==> config.mk <==
export PLATFORM = sky130hd
export DESIGN_NAME = array_list_engine
export DESIGN_NICKNAME = d
export VERILOG_FILES = /design/src/design/ale_pkg.sv /design/src/design/ale_dp.sv /design/src/design/ale_ctrl.sv /design/src/design/array_list_engine.sv
export SDC_FILE = /design/constraint.sdc
export NUM_CORES = 2
export LEC_CHECK = 0
export BUFFER_PORTS_ARGS = -buffer_cell sky130_fd_sc_hd__buf_2
export CAP_MARGIN = 10
export CORE_MARGIN = 3
export CORE_UTILIZATION = 55
export CTS_CLUSTER_SIZE = 10
export DETAILED_ROUTE_END_ITERATION = 8
export PLACE_DENSITY = 0.77
export SLEW_MARGIN = 20
export SYNTH_ARGS = -nofsm -noshare
export SYNTH_HDL_FRONTEND = slang
export SYNTH_SLANG_ARGS = --single-unit
==> constraint.sdc <==
create_clock -name clk -period 13.31 [get_ports clk]
set_input_delay 3.993 -clock clk [delete_from_list [all_inputs] [get_ports clk]]
set_output_delay 3.993 -clock clk [all_outputs]
set_load 0.02 [all_outputs]
==> src/design/ale_pkg.sv <==
// ----------------------------------------------------------------------------
// ale_pkg
// Request and status codes plus the command and status bundles that join the
// list engine controller and datapath.
// ----------------------------------------------------------------------------
package ale_pkg;

  localparam logic [2:0] REQ_CLEAR      = 3'd0;
  localparam logic [2:0] REQ_APPEND     = 3'd1;
  localparam logic [2:0] REQ_INSERT     = 3'd2;
  localparam logic [2:0] REQ_DELETE     = 3'd3;
  localparam logic [2:0] REQ_READ       = 3'd4;
  localparam logic [2:0] REQ_LOCATE     = 3'd5;
  localparam logic [2:0] REQ_APPEND_NEW = 3'd6;

  localparam logic [1:0] ST_OK        = 2'd0;
  localparam logic [1:0] ST_BAD_POS   = 2'd1;
  localparam logic [1:0] ST_FULL      = 2'd2;
  localparam logic [1:0] ST_NOT_FOUND = 2'd3;

  localparam logic [1:0] CNT_HOLD  = 2'd0;
  localparam logic [1:0] CNT_CLEAR = 2'd1;
  localparam logic [1:0] CNT_INC   = 2'd2;
  localparam logic [1:0] CNT_DEC   = 2'd3;

  // Commands from the controller to the datapath.
  typedef struct packed {
    logic       load;        // latch the incoming request
    logic       setup;       // preset the pointers for the latched request
    logic       rd_step;     // move the read pointer
    logic       wr_step;     // move the write pointer
    logic       step_down;   // pointers move down instead of up
    logic       we;          // write one entry
    logic       wa_count;    // write at the list tail instead of the write pointer
    logic       wd_value;    // write the request value instead of the read word
    logic [1:0] cnt_op;
    logic       cap_data;    // capture the read word as result data
    logic       cap_fidx;    // capture an index as the found index
    logic       fidx_count;  // that index is the list tail
    logic       finish;      // publish the result
    logic [1:0] res_status;
    logic       res_added;
  } ale_cmd_t;

  // Status from the datapath to the controller.
  typedef struct packed {
    logic [2:0] req_type;
    logic       pos_gt_cnt;
    logic       pos_ge_cnt;
    logic       full;
    logic       cnt_zero;
    logic       match;       // word just read equals the request value
    logic       ins_last;    // write pointer sits just above the insert position
    logic       wr_last;     // write pointer is at the last entry
    logic       wr_last2;    // write pointer is at the entry before the last
  } ale_stat_t;

endpackage

==> src/design/ale_dp.sv <==
// ----------------------------------------------------------------------------
// ale_dp
// Datapath of the list engine: request registers, entry memory, length and
// pointer registers, and the result registers.
// ----------------------------------------------------------------------------
module ale_dp #(
  parameter int CAPACITY = 128
) (
  input  logic                clk,
  input  logic                rst,
  input  ale_pkg::ale_cmd_t   cmd,
  output ale_pkg::ale_stat_t  st,
  input  logic [2:0]          req_type,
  input  logic [7:0]          position,
  input  logic signed [31:0]  value,
  output logic                done,
  output logic [1:0]          status,
  output logic signed [31:0]  data,
  output logic [6:0]          found_index,
  output logic                was_added,
  output logic [7:0]          list_length
);

  localparam int IW = $clog2(CAPACITY);
  localparam int CW = $clog2(CAPACITY + 1);
  localparam int PW = (CW > 8) ? CW : 8;

  logic [2:0]         req_type_q;
  logic [7:0]         position_q;
  logic signed [31:0] value_q;
  logic [CW-1:0]      count;
  logic [CW-1:0]      count_next;
  logic [CW-1:0]      rd_ptr;
  logic [CW-1:0]      wr_ptr;
  logic signed [31:0] mem [CAPACITY];
  logic signed [31:0] rdata;
  logic signed [31:0] data_q;
  logic signed [31:0] data_new;
  logic [CW-1:0]      fidx_q;
  logic [CW-1:0]      fidx_new;
  logic [IW-1:0]      wa;
  logic signed [31:0] wd;
  logic [PW:0]        pos_ext;
  logic [PW:0]        cnt_ext;
  logic [PW:0]        wr_ext;
  logic [CW+6:0]      fidx_ext;
  logic [CW+7:0]      len_ext;

  assign pos_ext = (PW + 1)'(position_q);
  assign cnt_ext = (PW + 1)'(count);
  assign wr_ext  = (PW + 1)'(wr_ptr);

  always_comb begin
    st.req_type   = req_type_q;
    st.pos_gt_cnt = pos_ext > cnt_ext;
    st.pos_ge_cnt = pos_ext >= cnt_ext;
    st.full       = count == CW'(CAPACITY);
    st.cnt_zero   = count == '0;
    st.match      = rdata == value_q;
    st.ins_last   = wr_ext == (pos_ext + (PW + 1)'(1));
    st.wr_last    = (wr_ptr + CW'(1)) == count;
    st.wr_last2   = (wr_ptr + CW'(2)) == count;
  end

  always_ff @(posedge clk) begin
    if (cmd.load) begin
      req_type_q <= req_type;
      position_q <= position;
      value_q    <= value;
    end
  end

  always_comb begin
    case (cmd.cnt_op)
      ale_pkg::CNT_CLEAR: count_next = '0;
      ale_pkg::CNT_INC:   count_next = count + CW'(1);
      ale_pkg::CNT_DEC:   count_next = count - CW'(1);
      default:            count_next = count;
    endcase
  end

  always_ff @(posedge clk) begin
    if (rst) begin
      count <= '0;
    end else begin
      count <= count_next;
    end
  end

  // The insert shift walks both pointers down, every other walk goes up.
  always_ff @(posedge clk) begin
    if (cmd.setup) begin
      case (req_type_q) inside
        ale_pkg::REQ_INSERT: begin
          rd_ptr <= count - CW'(1);
          wr_ptr <= count;
        end
        ale_pkg::REQ_DELETE, ale_pkg::REQ_READ: begin
          rd_ptr <= CW'(position_q);
          wr_ptr <= CW'(position_q);
        end
        default: begin
          rd_ptr <= '0;
          wr_ptr <= '0;
        end
      endcase
    end else begin
      if (cmd.rd_step) begin
        rd_ptr <= cmd.step_down ? rd_ptr - CW'(1) : rd_ptr + CW'(1);
      end
      if (cmd.wr_step) begin
        wr_ptr <= cmd.step_down ? wr_ptr - CW'(1) : wr_ptr + CW'(1);
      end
    end
  end

  assign wa = cmd.wa_count ? count[IW-1:0] : wr_ptr[IW-1:0];
  assign wd = cmd.wd_value ? value_q : rdata;

  always_ff @(posedge clk) begin
    if (cmd.we) begin
      mem[wa] <= wd;
    end
    rdata <= mem[rd_ptr[IW-1:0]];
  end

  assign data_new = cmd.cap_data ? rdata : data_q;
  assign fidx_new = cmd.cap_fidx ? (cmd.fidx_count ? count : wr_ptr) : fidx_q;
  assign fidx_ext = {7'b0, fidx_new};
  assign len_ext  = {8'b0, count_next};

  always_ff @(posedge clk) begin
    if (cmd.load) begin
      data_q <= '0;
      fidx_q <= '0;
    end else begin
      data_q <= data_new;
      fidx_q <= fidx_new;
    end
  end

  always_ff @(posedge clk) begin
    if (cmd.finish) begin
      status      <= cmd.res_status;
      data        <= data_new;
      found_index <= fidx_ext[6:0];
      was_added   <= cmd.res_added;
      list_length <= len_ext[7:0];
    end
  end

  always_ff @(posedge clk) begin
    if (rst) begin
      done <= 1'b0;
    end else begin
      done <= cmd.finish;
    end
  end

endmodule

==> src/design/ale_ctrl.sv <==
// ----------------------------------------------------------------------------
// ale_ctrl
// Controller of the list engine: decodes a request and steps the datapath
// through the read, shift and scan sequences.
// ----------------------------------------------------------------------------
module ale_ctrl (
  input  logic               clk,
  input  logic               rst,
  input  logic               start,
  input  ale_pkg::ale_stat_t st,
  output ale_pkg::ale_cmd_t  cmd,
  output logic               busy
);

  localparam logic [3:0] S_IDLE       = 4'd0;
  localparam logic [3:0] S_DECODE     = 4'd1;
  localparam logic [3:0] S_INS_PRIME  = 4'd2;
  localparam logic [3:0] S_INS_SHIFT  = 4'd3;
  localparam logic [3:0] S_INS_PUT    = 4'd4;
  localparam logic [3:0] S_DEL_PRIME  = 4'd5;
  localparam logic [3:0] S_DEL_GRAB   = 4'd6;
  localparam logic [3:0] S_DEL_SHIFT  = 4'd7;
  localparam logic [3:0] S_RD_PRIME   = 4'd8;
  localparam logic [3:0] S_RD_GRAB    = 4'd9;
  localparam logic [3:0] S_SCAN_PRIME = 4'd10;
  localparam logic [3:0] S_SCAN       = 4'd11;

  logic [3:0] state;
  logic [3:0] state_next;

  always_ff @(posedge clk) begin
    if (rst) begin
      state <= S_IDLE;
    end else begin
      state <= state_next;
    end
  end

  assign busy = state != S_IDLE;

  always_comb begin
    cmd            = '0;
    cmd.cnt_op     = ale_pkg::CNT_HOLD;
    cmd.res_status = ale_pkg::ST_OK;
    state_next     = state;
    unique case (state)
      S_IDLE: begin
        if (start) begin
          cmd.load   = 1'b1;
          state_next = S_DECODE;
        end
      end
      S_DECODE: begin
        cmd.setup = 1'b1;
        unique case (st.req_type)
          ale_pkg::REQ_CLEAR: begin
            cmd.cnt_op = ale_pkg::CNT_CLEAR;
            cmd.finish = 1'b1;
            state_next = S_IDLE;
          end
          ale_pkg::REQ_APPEND: begin
            if (st.full) begin
              cmd.res_status = ale_pkg::ST_FULL;
            end else begin
              cmd.we       = 1'b1;
              cmd.wa_count = 1'b1;
              cmd.wd_value = 1'b1;
              cmd.cnt_op   = ale_pkg::CNT_INC;
            end
            cmd.finish = 1'b1;
            state_next = S_IDLE;
          end
          ale_pkg::REQ_INSERT: begin
            if (st.pos_gt_cnt) begin
              cmd.res_status = ale_pkg::ST_BAD_POS;
              cmd.finish     = 1'b1;
              state_next     = S_IDLE;
            end else if (st.full) begin
              cmd.res_status = ale_pkg::ST_FULL;
              cmd.finish     = 1'b1;
              state_next     = S_IDLE;
            end else if (st.pos_ge_cnt) begin
              // Insert at the tail is a plain append.
              cmd.we       = 1'b1;
              cmd.wa_count = 1'b1;
              cmd.wd_value = 1'b1;
              cmd.cnt_op   = ale_pkg::CNT_INC;
              cmd.finish   = 1'b1;
              state_next   = S_IDLE;
            end else begin
              state_next = S_INS_PRIME;
            end
          end
          ale_pkg::REQ_DELETE: begin
            if (st.pos_ge_cnt) begin
              cmd.res_status = ale_pkg::ST_BAD_POS;
              cmd.finish     = 1'b1;
              state_next     = S_IDLE;
            end else begin
              state_next = S_DEL_PRIME;
            end
          end
          ale_pkg::REQ_READ: begin
            if (st.pos_ge_cnt) begin
              cmd.res_status = ale_pkg::ST_BAD_POS;
              cmd.finish     = 1'b1;
              state_next     = S_IDLE;
            end else begin
              state_next = S_RD_PRIME;
            end
          end
          ale_pkg::REQ_LOCATE: begin
            if (st.cnt_zero) begin
              cmd.res_status = ale_pkg::ST_NOT_FOUND;
              cmd.finish     = 1'b1;
              state_next     = S_IDLE;
            end else begin
              state_next = S_SCAN_PRIME;
            end
          end
          ale_pkg::REQ_APPEND_NEW: begin
            if (st.cnt_zero) begin
              cmd.we         = 1'b1;
              cmd.wa_count   = 1'b1;
              cmd.wd_value   = 1'b1;
              cmd.cnt_op     = ale_pkg::CNT_INC;
              cmd.cap_fidx   = 1'b1;
              cmd.fidx_count = 1'b1;
              cmd.res_added  = 1'b1;
              cmd.finish     = 1'b1;
              state_next     = S_IDLE;
            end else begin
              state_next = S_SCAN_PRIME;
            end
          end
          default: begin
            cmd.finish = 1'b1;
            state_next = S_IDLE;
          end
        endcase
      end
      S_INS_PRIME: begin
        cmd.rd_step   = 1'b1;
        cmd.step_down = 1'b1;
        state_next    = S_INS_SHIFT;
      end
      S_INS_SHIFT: begin
        cmd.we        = 1'b1;
        cmd.rd_step   = 1'b1;
        cmd.wr_step   = 1'b1;
        cmd.step_down = 1'b1;
        if (st.ins_last) begin
          state_next = S_INS_PUT;
        end
      end
      S_INS_PUT: begin
        cmd.we       = 1'b1;
        cmd.wd_value = 1'b1;
        cmd.cnt_op   = ale_pkg::CNT_INC;
        cmd.finish   = 1'b1;
        state_next   = S_IDLE;
      end
      S_DEL_PRIME: begin
        cmd.rd_step = 1'b1;
        state_next  = S_DEL_GRAB;
      end
      S_DEL_GRAB: begin
        cmd.cap_data = 1'b1;
        if (st.wr_last) begin
          cmd.cnt_op = ale_pkg::CNT_DEC;
          cmd.finish = 1'b1;
          state_next = S_IDLE;
        end else begin
          cmd.rd_step = 1'b1;
          state_next  = S_DEL_SHIFT;
        end
      end
      S_DEL_SHIFT: begin
        cmd.we      = 1'b1;
        cmd.rd_step = 1'b1;
        cmd.wr_step = 1'b1;
        if (st.wr_last2) begin
          cmd.cnt_op = ale_pkg::CNT_DEC;
          cmd.finish = 1'b1;
          state_next = S_IDLE;
        end
      end
      S_RD_PRIME: begin
        state_next = S_RD_GRAB;
      end
      S_RD_GRAB: begin
        cmd.cap_data = 1'b1;
        cmd.finish   = 1'b1;
        state_next   = S_IDLE;
      end
      S_SCAN_PRIME: begin
        cmd.rd_step = 1'b1;
        state_next  = S_SCAN;
      end
      S_SCAN: begin
        if (st.match) begin
          cmd.cap_fidx = 1'b1;
          cmd.finish   = 1'b1;
          state_next   = S_IDLE;
        end else if (st.wr_last) begin
          if (st.req_type == ale_pkg::REQ_LOCATE) begin
            cmd.res_status = ale_pkg::ST_NOT_FOUND;
          end else if (st.full) begin
            cmd.res_status = ale_pkg::ST_FULL;
          end else begin
            cmd.we         = 1'b1;
            cmd.wa_count   = 1'b1;
            cmd.wd_value   = 1'b1;
            cmd.cnt_op     = ale_pkg::CNT_INC;
            cmd.cap_fidx   = 1'b1;
            cmd.fidx_count = 1'b1;
            cmd.res_added  = 1'b1;
          end
          cmd.finish = 1'b1;
          state_next = S_IDLE;
        end else begin
          cmd.rd_step = 1'b1;
          cmd.wr_step = 1'b1;
        end
      end
      default: begin
        state_next = S_IDLE;
      end
    endcase
  end

endmodule

==> src/design/array_list_engine.sv <==
// ----------------------------------------------------------------------------
// array_list_engine
// Fixed-capacity contiguous list of signed 32-bit words with clear, append,
// insert, delete, read, locate and append-if-absent requests.
// ----------------------------------------------------------------------------
//
//   Channel   Handshake             Payload
//   --------  --------------------  ---------------------------------------
//   request   start & !busy         req_type, position, value
//   result    done (one cycle)      status, data, found_index, was_added,
//                                   list_length
//
// One request at a time. Clear, append, rejected and unused requests finish
// in the decode state; read passes through a prime and a grab state, and
// insert, delete, locate and append-if-absent walk the memory, moving one
// entry per cycle. The next request can be taken at the edge that takes the
// result. Synchronous reset empties the list but leaves the memory contents;
// done marks a result for one cycle and cannot be stalled.
module array_list_engine #(
  parameter int CAPACITY = 128
) (
  input  logic               clk,
  input  logic               rst,
  input  logic               start,
  input  logic [2:0]         req_type,
  input  logic [7:0]         position,
  input  logic signed [31:0] value,
  output logic               busy,
  output logic               done,
  output logic [1:0]         status,
  output logic signed [31:0] data,
  output logic [6:0]         found_index,
  output logic               was_added,
  output logic [7:0]         list_length
);

  // The controller only sees status flags and only issues commands; all
  // storage, including the entry memory, lives in the datapath.
  ale_pkg::ale_cmd_t  cmd;
  ale_pkg::ale_stat_t st;

  ale_ctrl u_ctrl (
    .clk   (clk),
    .rst   (rst),
    .start (start),
    .st    (st),
    .cmd   (cmd),
    .busy  (busy)
  );

  ale_dp #(
    .CAPACITY (CAPACITY)
  ) u_dp (
    .clk         (clk),
    .rst         (rst),
    .cmd         (cmd),
    .st          (st),
    .req_type    (req_type),
    .position    (position),
    .value       (value),
    .done        (done),
    .status      (status),
    .data        (data),
    .found_index (found_index),
    .was_added   (was_added),
    .list_length (list_length)
  );

endmodule

# Word-level counts from Yosys, hierarchy flattened
# Memory sizes are Yosys's and may differ from the RTL's. A register that Yosys moved wholly into a read port is not among the register bits.
# Cells that the tools add are included.
dict set report word_totals {
  register_bits 161
  ram_bits 4096
  input_bits 46
  output_inout_bits 52
  mem_count 1
}
dict set report classes {
  n_addsub 8
  magnitude_cmp 2
  eq_ne 29
  mux 83
  reduce_logical 15
}
# memory words word_bits rd rd_clocked_by_memory_dff wr line_no
set mem_list {}
lappend mem_list {u_dp.mem 128 32 1 1 1 ale_dp.sv:35} ;# logic signed [31:0] mem [CAPACITY];
# operator n
set op_table {}
lappend op_table {{$mux W8} 9}
lappend op_table {{$mux W32} 2}
lappend op_table {{$mux W5} 8}
lappend op_table {{$pmux W4 S10} 1}
lappend op_table {{$eq A32 B32 Y1} 1}
lappend op_table {{$mux W4} 8}
lappend op_table {{$add A8 B1 Y8 const B} 3}
lappend op_table {{$pmux W8 S3} 1}
lappend op_table {{$sub A8 B1 Y8 const B} 3}
lappend op_table {{$mux W2} 11}
lappend op_table {{$mux W7} 3}
lappend op_table {{$mux W1} 19}
lappend op_table {{$mux W3} 6}
lappend op_table {{$eq A4 B3 Y1 const B} 4}
lappend op_table {{$eq A4 B4 Y1 const B} 4}
lappend op_table {{$eq A8 B8 Y1} 2}
lappend op_table {{$pmux W2 S4} 2}
lappend op_table {{$pmux W4 S4} 1}
lappend op_table {{$reduce_or A2 Y1} 6}
lappend op_table {{$pmux W2 S5} 1}
lappend op_table {{$add A8 B1 Y9 const B} 1}
lappend op_table {{$eq A3 B3 Y1 const B} 3}
lappend op_table {{$eq A8 B9 Y1} 1}
lappend op_table {{$pmux W1 S3} 3}
lappend op_table {{27 further kinds} 34}

# Longest topological paths before layout
dict set report depth {
  ltp_word 8
  ltp_mapped 14
}

# Hierarchy
# A second synthesis with hierarchy kept.
dict set report hier_totals {
  cells_unflattened 6773
  area_unflattened_um2 164855.6
}
# mod instances cells_each area_each_um2 seq_area_each_um2
set modules_own_cells {}
lappend modules_own_cells {ale_dp 1 6655 164052.3 127842.6}
lappend modules_own_cells {ale_ctrl 1 118 803.3 80.1}

# Least setup slack after synthesis
# OpenSTA, ideal clock, no wires.
dict set report synth_path {
  kind {input to register}
  startpoint {input port start}
  endpoint {register u_dp.position_q[0], enable pin}
  arrival_ns 6.122
  setup_slack_ns 6.733
  path_stages 2
  path_buffers 0
  path_cell_list {inv_1 -> nor2_1}
}
# element line_no
set synth_lines {}
lappend synth_lines {{start: declaration} array_list_engine.sv:24} ;# input logic start,
lappend synth_lines {{end signal: assignment} ale_dp.sv:68} ;# position_q <= position;
lappend synth_lines {{end: declaration} ale_dp.sv:29} ;# logic [7:0] position_q;

# Worst setup path after layout
dict set report layout_path {
  startpoint {register u_ctrl.state[1]}
  endpoint {output port busy}
}
dict set report layout_via {
  elab_chain_cells 1
}
# element line_no
set layout_rtl {}
lappend layout_rtl {{start: declaration} ale_ctrl.sv:28} ;# logic [3:0] state;
lappend layout_rtl {{start signal: assignment} ale_ctrl.sv:35} ;# state <= state_next;
lappend layout_rtl {{$reduce_bool A4 Y1} ale_ctrl.sv:39} ;# assign busy = state != S_IDLE;
lappend layout_rtl {{end: declaration} array_list_engine.sv:28} ;# output logic busy,
# Every way passes these cells.

==> results.sh <==
export IMPL_crit_slowest_cell="dfxtp_1"
export IMPL_power_mw=43.4
export IMPL_cts_tree="yes"
export IMPL_path_buf_inv=2
export IMPL_post_cts_buffers=0
export IMPL_clk_path_buf_depth=4
export IMPL_grt_pass1_vias=80200
export IMPL_end_kind="output pin"
export IMPL_numCtsBuffers=474
export IMPL_num_vias=80000
export IMPL_die_h_um=554
export IMPL_synthMuxAreaShare_pct=19.1
export IMPL_gp_congestion=0.949
export IMPL_fin_nets=7251
export IMPL_seq_area_frac_synth_pct=77.5
export IMPL_cts_hold_buf=0
export IMPL_firstDrtPassIters=9
export IMPL_syn_inst=6763
export IMPL_hold_viol=0
export IMPL_finalSetupViolCount=0
export IMPL_synth_async_reset_ratio_pct=0
export IMPL_leakagePower_nw=57.1
export IMPL_wl_per_cell_um=39.0
export IMPL_synthXorXnorAreaFrac_pct=0.377
export IMPL_critPathKind="reg2out"
export IMPL_crit_fanout=34
export IMPL_cts_sinks=4288
export IMPL_slew_headroom_pct=17.2
export IMPL_wirelength_um=441000
export IMPL_synth_simple_area_share_pct=1.00
export IMPL_grt_max_degree=141
export IMPL_dp_cells=10600
export IMPL_antenna_found_initial=55
export IMPL_synth_top_area_share_pct=76.5
export IMPL_num_rows=200
export IMPL_grt_pass1_wl_um=622000
export IMPL_yosysMostFrequentCell="edfxtp_1"
export IMPL_finalMaxSlewViolations=0
export IMPL_worst_hold_path_type="reg2reg"
export IMPL_max_cap_violations=0
export IMPL_period_share_pct=50.4
export IMPL_peakVddDrop_v=0.000325
export IMPL_synth_compound_area_share_pct=0.892
export IMPL_die_w_um=554
export IMPL_whs_ns=0.558
export IMPL_synth_distinct_cells=71
export IMPL_synth_main_ff_cell="edfxtp_1"
export IMPL_arrival_ns=2.71
export IMPL_grt_overflow=0
export IMPL_cts_resized=0
export IMPL_fin_setup_tns_ns=0
export IMPL_period_needed_ns=6.71
export IMPL_instances_no_fill=11300
export IMPL_synthAdderAreaFrac_pct=0.171
export IMPL_die_area_mm2=0.307
export IMPL_rsz0062_at_grt="no"
export IMPL_syn_nets=6831
export IMPL_max_stage_delay_ns=0.68
export IMPL_worstSkewPairLatency_ns=0.97
export IMPL_ys_warn_count=0
export IMPL_ant_nets=0
export IMPL_required_ns=9.32
export IMPL_areaGrowthSynthToFinish_pct=12.8
export IMPL_dp_hpwl_um=235000
export IMPL_route_detailed_drc=0
export IMPL_fillerInstances=18300
export IMPL_clkTransAtPathRegs_ns=0.06
export IMPL_finalClockSkew_ns=0.0796
export IMPL_root_buffer="clkbuf_16"
export IMPL_path_cells="nor2_1 > nand2_2 > buf_4 > buf_2"
export IMPL_synth_edff_count=4204
export IMPL_track_usage_pct=28.7
export IMPL_status="finished, final reports clean"
export IMPL_synth_avg_cell_area_um2=24.4
export IMPL_cp_top_family="buffers and inverters"
export IMPL_worst_setup_path_start_kind="flop"
export IMPL_ys_seq_elements=4288
export IMPL_h_tree_depth=5
export IMPL_portBuffers=97
export IMPL_synth_top_family_by_area="multiplexers"
export IMPL_synth_top_area_cell="edfxtp_1"
export IMPL_start_util_pct=55.4
export IMPL_viasPerCell=7.06
export IMPL_coreArea_mm2=0.298
export IMPL_power_density_mw_per_mm2=233
export IMPL_num_io_pins=98
export IMPL_fmax_mhz=149
export IMPL_synth_common_cells="4,204 x edfxtp_1, 1,344 x mux4_2, 202 x clkbuf_1, 174 x nor2_1, 116 x buf_2"
export IMPL_layout_drive_gt1_share_pct=33.1
export IMPL_netlist_area_mm2=0.165
export IMPL_drtIter0Drc=14800
export IMPL_tightest_slew_ns=1.24
export IMPL_synth_area_leaders="edfxtp_1 76%, mux4_2 18%, dfxtp_1 1.0%, mux2_2 0.66%, clkbuf_1 0.46%"
final timing paths:
| path | from | to | slack, ns | cells past startpoint |
|---|---|---|---|---|
| max | u_ctrl.state[1]$_SDFFE_PP0P_ | busy | 6.60 | 4 |
| min | u_dp.data_q[22]$_SDFF_PP0_ | u_dp.data[22]$_DFFE_PP_ | 0.56 | 1 |
| max reg2reg | u_dp.wr_ptr[0]$_DFFE_PP_ | u_dp.mem[105][20]$_DFFE_PP_ | 7.70 | 11 |
| min reg2reg | u_dp.data_q[22]$_SDFF_PP0_ | u_dp.data[22]$_DFFE_PP_ | 0.56 | 1 |
layer usage:
metal  part of all wire [%]  wire length [µm]  vias to the layer above  track usage [%]
met5                  0.039               171                        -                0
met4                    5.0             22000                       24             12.4
met3                     13             57900                      911             7.56
met2                     47            209000                     6431             43.4
met1                     35            153000                    42700             40.0
li1                       -                 -                    29900                -
through the flow:
stage | cell area [µm²] | util [%] | setup slack, ns
after floorplan | 165000 | - | 6.73
after global placement | 171000 | 57.6 | 7.19
after detailed placement | 173000 | 58.0 | 7.12
after CTS | 186000 | 62.3 | 6.66
after global routing | 186000 | 62.5 | 6.48
final | 186000 | 62.5 | 6.60
final cells by class:
class,count,area (µm²),area share (%)
clock buffer,634,12700,6.82
tap,3939,4930,2.65
clock inverter,20,314,0.169
inverter,21,78.8,0.0424
timing repair buffer,314,3270,1.76
antenna,29,72.6,0.0390
sequential,4288,128000,68.8
multi-input combinational,2084,36800,19.8
flip-flops by register name (all words and copies together) (netlist names), 8 cells and up:
name and count:
u_dp.count 8, u_dp.data 32, u_dp.data_q 32, u_dp.list_length 8
u_dp.mem 4096, u_dp.position_q 8, u_dp.rdata 32, u_dp.value_q 32
u_dp.wr_ptr 8
cell usage in the layout, fill, tap and decap left out, types with 8 or more instances in the layout:
cell type and n:
nand4_1 13, a31oi_4 9, mux2_4 26, xnor2_1 60
nor3_1 25, a21oi_1 34, buf_12 43, a31oi_2 8
o21ai_0 17, mux2_2 64, buf_2 97, clkbuf_1 149
diode_2 29, o21a_1 34, mux2i_1 9, xor2_1 11
clkbuf_16 484, dfxtp_1 84, a221oi_1 15, mux4_2 1344
buf_16 30, nor2_4 129, nor2_1 45, nand3_1 16
buf_4 141, edfxtp_1 4204, nor2b_1 18, inv_1 18
nand2b_1 12, ha_1 21, nand2_1 37
where the power goes:
part           switching (mW)  internal [mW]
combinational            9.01           5.14
sequential              0.276           17.4
clock                    4.99           6.56
total                    14.3           29.1
logic make-up after synthesis:
kind of cell,Yosys count
simple gates,346
fa+ha+maj,22
xor+xnor,71
mux,1449
flops,4288
compound gates,196
buf+inv,391
No activity file was read; power rests on OpenSTA's default activity.
